$ cat src/pedd_pkg.sv
// ----------------------------------------------------------------------------
// Palette dither package
// Shared types, constants and a helper function for the palette ditherer.
// ----------------------------------------------------------------------------
package pedd_pkg;

  localparam int unsigned PaletteSize = 256;
  localparam int unsigned MaxWidth    = 2048;
  localparam int unsigned PalAw       = $clog2(PaletteSize);
  localparam int unsigned ColAw       = $clog2(MaxWidth);
  localparam int unsigned ColW        = ColAw + 1;
  localparam int unsigned WidthW      = 12;
  localparam int unsigned ThrW        = 18;
  localparam int unsigned CfgDataW    = 18;
  localparam int unsigned CfgIdxW     = 1;
  localparam int unsigned ErrW        = 9;
  localparam int unsigned DistW       = 18;
  localparam logic [DistW-1:0] DistInit = DistW'(255 * 255 * 4 + 1);

  localparam logic [CfgIdxW-1:0] CfgImageWidth = 1'b0;
  localparam logic [CfgIdxW-1:0] CfgThreshold  = 1'b1;

  localparam logic CmdLoad   = 1'b0;
  localparam logic CmdDither = 1'b1;

  typedef struct packed {
    logic       command;
    logic [7:0] entry_index;
    logic [7:0] red;
    logic [7:0] green;
    logic [7:0] blue;
    logic [7:0] alpha;
    logic       start_of_image;
  } in_req_t;

  typedef struct packed {
    logic [7:0] palette_index;
  } out_req_t;

  typedef logic signed [ErrW-1:0] err_t;
  typedef err_t [3:0] err4_t;

  // Search request and answer between the control and the search unit.
  typedef struct packed {
    logic             start;
    logic [3:0][7:0]  pix;
  } srch_req_t;

  typedef struct packed {
    logic             done;
    logic [PalAw-1:0] best;
  } srch_rsp_t;

  // Floor of err*w/16, then add and clamp to 0..255.
  function automatic logic [7:0] add_clamp(input logic [7:0] v, input err_t e,
                                           input logic [2:0] w);
    logic signed [12:0] p;
    logic signed [12:0] s;
    begin
      p = 13'(e) * $signed({10'd0, w});
      s = 13'($signed({5'd0, v})) + (p >>> 4);
      if (s < 0) begin
        add_clamp = 8'd0;
      end else if (s > 13'sd255) begin
        add_clamp = 8'd255;
      end else begin
        add_clamp = s[7:0];
      end
    end
  endfunction

endpackage

$ cat src/pedd_search.sv
// ----------------------------------------------------------------------------
// Palette search
// Streams palette entries one per cycle and tracks the nearest one; a new best under the threshold ends the search.
// ----------------------------------------------------------------------------
module pedd_search import pedd_pkg::*; (
  input  logic              clk_i,
  input  logic              rst_ni,
  input  srch_req_t         req_i,
  input  logic [ThrW-1:0]   thr_i,
  input  logic [31:0]       pal_rdata_i,
  output logic [PalAw-1:0]  pal_raddr_o,
  output srch_rsp_t         rsp_o
);
  localparam int unsigned CntW = PalAw + 1;

  logic              run_q, run_d;
  logic              vld_q, vld_d;
  logic [CntW-1:0]   cnt_q, cnt_d;
  logic [PalAw-1:0]  idx_q, idx_d;
  logic [DistW-1:0]  bestd_q, bestd_d;
  logic [PalAw-1:0]  best_q, best_d;
  logic [3:0][7:0]   pix_q;
  logic              done_q, done_d;
  logic [DistW-1:0]  sq_dist;
  logic [8:0]        df [4];
  logic              hit;
  logic              early;
  logic              last_entry;

  always_comb begin
    sq_dist = '0;
    for (int c = 0; c < 4; c++) begin
      df[c] = {1'b0, pix_q[c]} - {1'b0, pal_rdata_i[8*c +: 8]};
      if (df[c][8]) begin
        df[c] = -df[c];
      end
      sq_dist = sq_dist + DistW'(df[c][7:0] * df[c][7:0]);
    end
  end

  assign hit        = vld_q && (sq_dist < bestd_q);
  assign early      = hit && (DistW'(sq_dist) < DistW'(thr_i));
  assign last_entry = vld_q && (idx_q == PalAw'(PaletteSize - 1));

  always_comb begin
    run_d   = run_q;
    vld_d   = 1'b0;
    cnt_d   = cnt_q;
    idx_d   = idx_q;
    bestd_d = bestd_q;
    best_d  = best_q;
    done_d  = 1'b0;
    if (req_i.start) begin
      run_d   = 1'b1;
      vld_d   = 1'b1;
      cnt_d   = CntW'(1);
      idx_d   = '0;
      bestd_d = DistInit;
      best_d  = '0;
    end else if (run_q) begin
      if (hit) begin
        bestd_d = sq_dist;
        best_d  = idx_q;
      end
      if (early || last_entry) begin
        run_d  = 1'b0;
        done_d = 1'b1;
      end else begin
        vld_d = 1'b1;
        idx_d = cnt_q[PalAw-1:0];
        cnt_d = cnt_q + CntW'(1);
      end
    end
  end

  assign pal_raddr_o = req_i.start ? '0 : cnt_q[PalAw-1:0];

  always_ff @(posedge clk_i or negedge rst_ni) begin
    if (!rst_ni) begin
      run_q  <= 1'b0;
      vld_q  <= 1'b0;
      done_q <= 1'b0;
    end else begin
      run_q  <= run_d;
      vld_q  <= vld_d;
      done_q <= done_d;
    end
  end

  always_ff @(posedge clk_i) begin
    cnt_q   <= cnt_d;
    idx_q   <= idx_d;
    bestd_q <= bestd_d;
    best_q  <= best_d;
    if (req_i.start) begin
      pix_q <= req_i.pix;
    end
  end

  assign rsp_o.done = done_q;
  assign rsp_o.best = best_q;

  a_done_after_run: assert property (@(posedge clk_i) disable iff (!rst_ni)
    done_q |-> !run_q) else $error("search done while running");
  a_no_restart: assert property (@(posedge clk_i) disable iff (!rst_ni)
    run_q |-> !req_i.start) else $error("search restarted while busy");
  a_vld_in_run: assert property (@(posedge clk_i) disable iff (!rst_ni)
    vld_q |-> run_q) else $error("entry valid outside a search");
endmodule

$ cat config.mk
export PLATFORM = sky130hd
export DESIGN_NAME = pedd_search
export DESIGN_NICKNAME = d
export VERILOG_FILES = /design/src/pedd_pkg.sv /design/src/pedd_search.sv
export SDC_FILE = /design/constraint.sdc
export NUM_CORES = 1
export LEC_CHECK = 0
export ABC_AREA = 1
export BUFFER_PORTS_ARGS = -buffer_cell sky130_fd_sc_hd__buf_2
export CORE_MARGIN = 2
export CORE_UTILIZATION = 65
export CTS_CLUSTER_SIZE = 40
export DETAILED_ROUTE_END_ITERATION = 8
export PLACE_DENSITY = 0.83
export SYNTH_ARGS = -nofsm -noshare
export SYNTH_HDL_FRONTEND = slang
export SYNTH_SLANG_ARGS = --single-unit
export TNS_END_PERCENT = 20
$ cat constraint.sdc
create_clock -name clk_i -period 13.1 [get_ports clk_i]
set_input_delay 0.655 -clock clk_i [delete_from_list [all_inputs] [get_ports clk_i]]
set_output_delay 0.655 -clock clk_i [all_outputs]
set_load 0.01 [all_outputs]
==> reports/results.txt, run 1 <==
Status: finished clean
Register Area: 1850 um^2
Avg WL per Cell: 14.6 um
GR Overflow Total: 0
Register bit total from synthesis: 76
First-pass GRT wire length: 50300 um
Final setup vio count: 0
Mapped Cells: 1607
Worst path max stage delay: 550 ps
Proportion of layout cells with a drive suffix above 1: 0.116
FILL cells: 1535
MaxCap Viol Count: 0
CP required: 13300 ps
Setup TNS Final: 0 ps
Final Cycle Share: 0.786
Max Slew Vio Count: 0
Post-synthesis sequential area ratio: 0.140
Number of antenna violations at the first check in global routing: 0
Post-DP HPWL: 24700 um
Commonest non-fill, non-tap cell in the layout: inv_1
Yosys warns: 0
Placed Cells: 1959
Gr usage total: 0.290
Final Skew: 11.6 ps
# hold bufs at CTS: 0
R2r setup slk: 2800 ps
Critical path fanouts, max: 30
Clock latency on the worst-skew pair: 350 ps
Die width: 147 um
DRC viols: 0
RSZ-0062 raised after global routing: false
Synth Cell Area: 13200 um^2
Worst setup EP type: register
Clk slew on worst S/H paths: 70 ps
Routed Antenna Nets: 0
Worst-case reg-to-reg path depth: 39
Syn_area_per_cell: 8.22 um^2
Port bufs: 101
Die Ht: 147 um
Commonest cells after routing, fill and taps aside: inv_1 (406), nand2_1 (253), fa_1 (187), ha_1 (172), nor2_1 (116)
Drt pass-1 iters: 5
Clk root buf: clkbuf_16
Post_cts resized: 0
Wirelength, routed: 28900 um
Via count: 10500
Multi-input gate area: 9670 um^2
Hold Fails Final Rpt: 0
R2r endpoint: bestd_q[8]$_SDFFE_PP0P_
WHS: 80.4 ps
Reg2Reg Launch Point: pix_q[8]$_DFFE_PP_
Num rows: 52
Peak Freq: 97.1 MHz
Overall die area: 21500 um^2
Largest net degree at the start of global routing: 59
Max Root-Sink Buffers: 2
Post-Syn Nets: 2051
Top cell by count, worst path: fa_1
Initial Util: 0.657
Least-Margin Pin Slew: 816 ps
CTS H-tree lvls: 3
Initial drt markers: 443
HP Class: in -> async
Slowest-stage cell, CP: fa_1
Worst rel slew slack: 0.455
Vias per cell: 5.34
Area grow syn2layout: 8.01%
Crit start category: register
Core area: 20100 um^2
Yosys cell types: 47
# Post-CTS Setup Buffers: 0
Kind of critical path: reg -> reg
IO Pins: 102
CTS tree: yes
Number of global-route vias before repair: 11100
Core Util, Final: 0.710
Final Net Count: 2144
Placer Congestion: 0.920
Arrival time at the worst endpoint: 10500 ps
Number of diodes: 0
Total CTS buffers: 9
CTS Sinks: 76
Post-layout minimum cycle time: 10300 ps
Final Non-Filler Cells: 1975
==> critical path, delay by kind of cell, from the launching register on <==
kind | cells | cell delay [ps]
AND/OR/NAND/NOR | 13 | 1500
XOR/XNOR | 4 | 1200
AO/OA/AOI/OAI | 6 | 1330
flip-flops | 1 | 360
buffers and inverters | 5 | 910
adder cells (fa/ha/maj) | 11 | 4850
==> per-layer routing <==
metal / vias to the layer above / part of all wire / global-route usage
li1: 5103 / - / -
met4: 0 / 0.036 / 0.119
met1: 5047 / 0.41 / 0.354
met3: 80 / 0.043 / 0.0341
met5: - / 0 / 0
met2: 315 / 0.51 / 0.522
==> Yosys cell counts (all sizes together) <==
library cell,count,share of area
a211oi,1,0.00057
nor4,1,0.00047
nand3b,6,0.0034
a21o,4,0.0023
o21a,4,0.0023
dfxtp,42,0.064
o31a,1,0.00066
dfrtp,2,0.0038
clkinv,1,0.00028
o211ai,5,0.0028
inv,427,0.12
a31oi,3,0.0014
o21bai,6,0.0034
nor2,119,0.034
ha,172,0.16
or2,11,0.0054
fa,187,0.28
edfxtp,32,0.073
clkbuf,14,0.0040
a21oi,87,0.035
nor3,9,0.0034
nand3,64,0.027
nand2,276,0.085
xor2,32,0.028
o21ai,40,0.016
nand4,37,0.018
xnor2,18,0.016
buf,6,0.0026
==> sequential cells by signal (all words and copies together), names as in the netlist <==
| signal | cells |
|---|---|
| cnt_q | 8 |
| vld_q | 1 |
| bestd_q | 18 |
| done_q | 1 |
| best_q | 8 |
| idx_q | 8 |
| pix_q | 32 |
==> stage by stage <==
stage | area (um^2) | setup WS, ps
2_1_floorplan | 13200 | 4190
3_3_place_gp | 14000 | 2800
3_5_place_dp | 14000 | 2670
4_1_cts | 14300 | 2950
5_1_grt | 14300 | 2130
6_report | 14300 | 2800
==> how the worst max path moves through the flow <==
stage	from	end	slack [ps]	cells past startpoint
2_1_floorplan	pal_rdata_i[0]	cnt_q[1]$_SDFFE_PP0P_	4190	45
3_3_place_gp	pal_rdata_i[0]	idx_q[6]$_SDFFE_PP0P_	2800	44
3_5_place_dp	pal_rdata_i[0]	idx_q[4]$_SDFFE_PP0P_	2670	44
4_1_cts	pix_q[8]$_DFFE_PP_	bestd_q[9]$_SDFFE_PP0P_	2950	38
5_1_grt	pix_q[8]$_DFFE_PP_	bestd_q[9]$_SDFFE_PP0P_	2130	38
6_report	pix_q[8]$_DFFE_PP_	bestd_q[8]$_SDFFE_PP0P_	2800	39
==> layout make-up <==
| class | count | area share |
|---|---|---|
| sequential | 76 | 0.130 |
| timing repair buffer | 102 | 0.0359 |
| clock buffer | 11 | 0.0163 |
| multi-input combinational | 1083 | 0.677 |
| tap | 270 | 0.0237 |
| inverter | 428 | 0.113 |
| clock inverter | 5 | 0.00429 |
==> cell families after synthesis <==
kind of cell | count (synthesis) | synth area share
and+or+nand+nor | 523 | 0.177
buffers and inverters | 448 | 0.128
adders and majority gates | 359 | 0.446
AOI/OAI and AO/OA | 151 | 0.0641
DFF | 76 | 0.140
xor gates and xnor gates | 50 | 0.0445
Power of run 1 is not shown: default switching activity piles up to over one toggle a cycle in this logic, so the estimate is an artifact.
==> run 2, diff against run 1 <==
Settings changed: CORE_UTILIZATION 65 to 57, PLACE_DENSITY 0.83 to 0.77.
Clock period 13.1 ns to 9.2 ns, I/O delays scaled along.
==> reports/results.txt, run 2 (synthesized netlist as in run 1, its figures left out) <==
Worst path max stage delay: 590 ps
Gr usage total: 0.266
Final Skew: 9.25 ps
First-pass GRT wire length: 51900 um
Num rows: 55
Commonest non-fill, non-tap cell in the layout: inv_1
Commonest cells after routing, fill and taps aside: inv_1 (384), nand2_1 (206), fa_1 (172), ha_1 (149), buf_4 (110)
Slowest-stage cell, CP: fa_1
IO Pins: 102
Worst setup EP type: register
Initial drt markers: 565
Port bufs: 101
DRC viols: 0
Top cell by count, worst path: fa_1
Flip-flop count of the largest register after layout: 32
Clk root buf: clkbuf_16
Post-layout minimum cycle time: 9180 ps
Fin area: 16300 um^2
Core area: 22700 um^2
Worst rel slew slack: 0.479
Hold Fails Final Rpt: 0
Proportion of layout cells with a drive suffix above 1: 0.280
Register Area: 1850 um^2
Via count: 11200
Area after DPL: 14700 um^2
Least-Margin Pin Slew: 777 ps
CTS H-tree lvls: 3
Die Ht: 156 um
Total CTS buffers: 9
HP Class: in -> reg
Largest Register: pix_q
Clk slew on worst S/H paths: 70 ps
Max Root-Sink Buffers: 2
Placer Congestion: 1.01
Largest net degree at the start of global routing: 58
Die width: 156 um
R2r setup slk: 20 ps
FILL cells: 1584
Post-DP HPWL: 25800 um
Arrival time at the worst endpoint: 9400 ps
Peak Freq: 109 MHz
Avg WL per Cell: 15.9 um
RSZ-0062 raised after global routing: true
Area grow syn2layout: 23.4%
Final setup vio count: 0
Largest registers: pix_q x32, bestd_q x18
Critical path fanouts, max: 7
Routed Antenna Nets: 0
Drt pass-1 iters: 8
GR Overflow Total: 0
Number of antenna violations at the first check in global routing: 0
CP required: 9420 ps
Clock latency on the worst-skew pair: 360 ps
CTS tree: yes
Vias per cell: 5.29
Final Cycle Share: 0.998
Number of diodes: 0
Wirelength, routed: 33600 um
Crit start category: register
Final Net Count: 2264
Kind of critical path: reg -> reg
Initial Util: 0.582
Max Slew Vio Count: 0
MaxCap Viol Count: 0
Status: finished clean
Multi-input gate area: 10700 um^2
CTS Sinks: 76
Number of global-route vias before repair: 11300
Overall die area: 24400 um^2
run 2: cell count changes in the layout (fill, tap and decap cells not counted), sizes merged:
cell,before,now
buf,102,221
bufinv,1,2
clkinvlp,3,0
clkbuf,11,12
inv,428,427
clkinv,1,3
dlygate4sd3,0,1
run 2: repair_timing:
action                     in CTS  in global routing
pin swaps                       5                145
hold buffers                    1                  0
setup endpoints to repair      30                 44
buffers inserted                1                 28
hold endpoints to repair        2                  0
resized for setup              29                240
run 2: worst paths after layout:
kind,end,from,depth (start not counted)
worst min register to register,bestd_q[3]$_SDFFE_PP0P_,bestd_q[3]$_SDFFE_PP0P_,2
min in group asynchronous,done_q$_DFF_PN0_,rst_ni,2
max in group asynchronous,vld_q$_DFF_PN0_,rst_ni,2
worst min-delay path,pix_q[20]$_DFFE_PP_,req_i[20],1
worst max-delay path,cnt_q[3]$_SDFFE_PP0P_,pix_q[24]$_DFFE_PP_,46
worst max register to register,cnt_q[3]$_SDFFE_PP0P_,pix_q[24]$_DFFE_PP_,46
run 2: worst max-delay path: cells and delay by family, from the launching register on:
family | cells | cell delay, ps
flops | 1 | 360
simple gates | 19 | 1840
fa+ha+maj | 13 | 5410
buf+inv | 10 | 870
xor+xnor | 1 | 210
compound gates | 3 | 330
run 2: metal layers:
metal  global-route usage  part of all wire  up-vias
met4                0.106             0.045        0
met1                0.332              0.41     5379
met2                0.470              0.51      329
li1                     -                 -     5335
met3               0.0307             0.033      116
met5                    0                 0        -
run 2: area by class of cell:
type | instances | share of cell area
Clock buffer | 12 | 0.0177
Clock inverter | 4 | 0.00453
Inverter | 428 | 0.0999
Multi-Input combinational cell | 1083 | 0.653
Sequential cell | 76 | 0.114
Tap cell | 285 | 0.0219
Timing Repair Buffer | 222 | 0.0897
run 2: per-stage QoR:
stage,utilization,setup slack (ps),setup TNS [ps],hold slack [ps],cells
2_1_floorplan,-,488,0,164,1607
3_3_place_gp,0.647,-243,-4370,246,2065
3_5_place_dp,0.647,-439,-9650,249,2065
4_1_cts,0.671,2.58,0,269,2083
5_1_grt,0.718,-351,-11620,263,2110
6_report,0.718,21.1,0,267,2110
Power of run 2 is left out for the same reason.
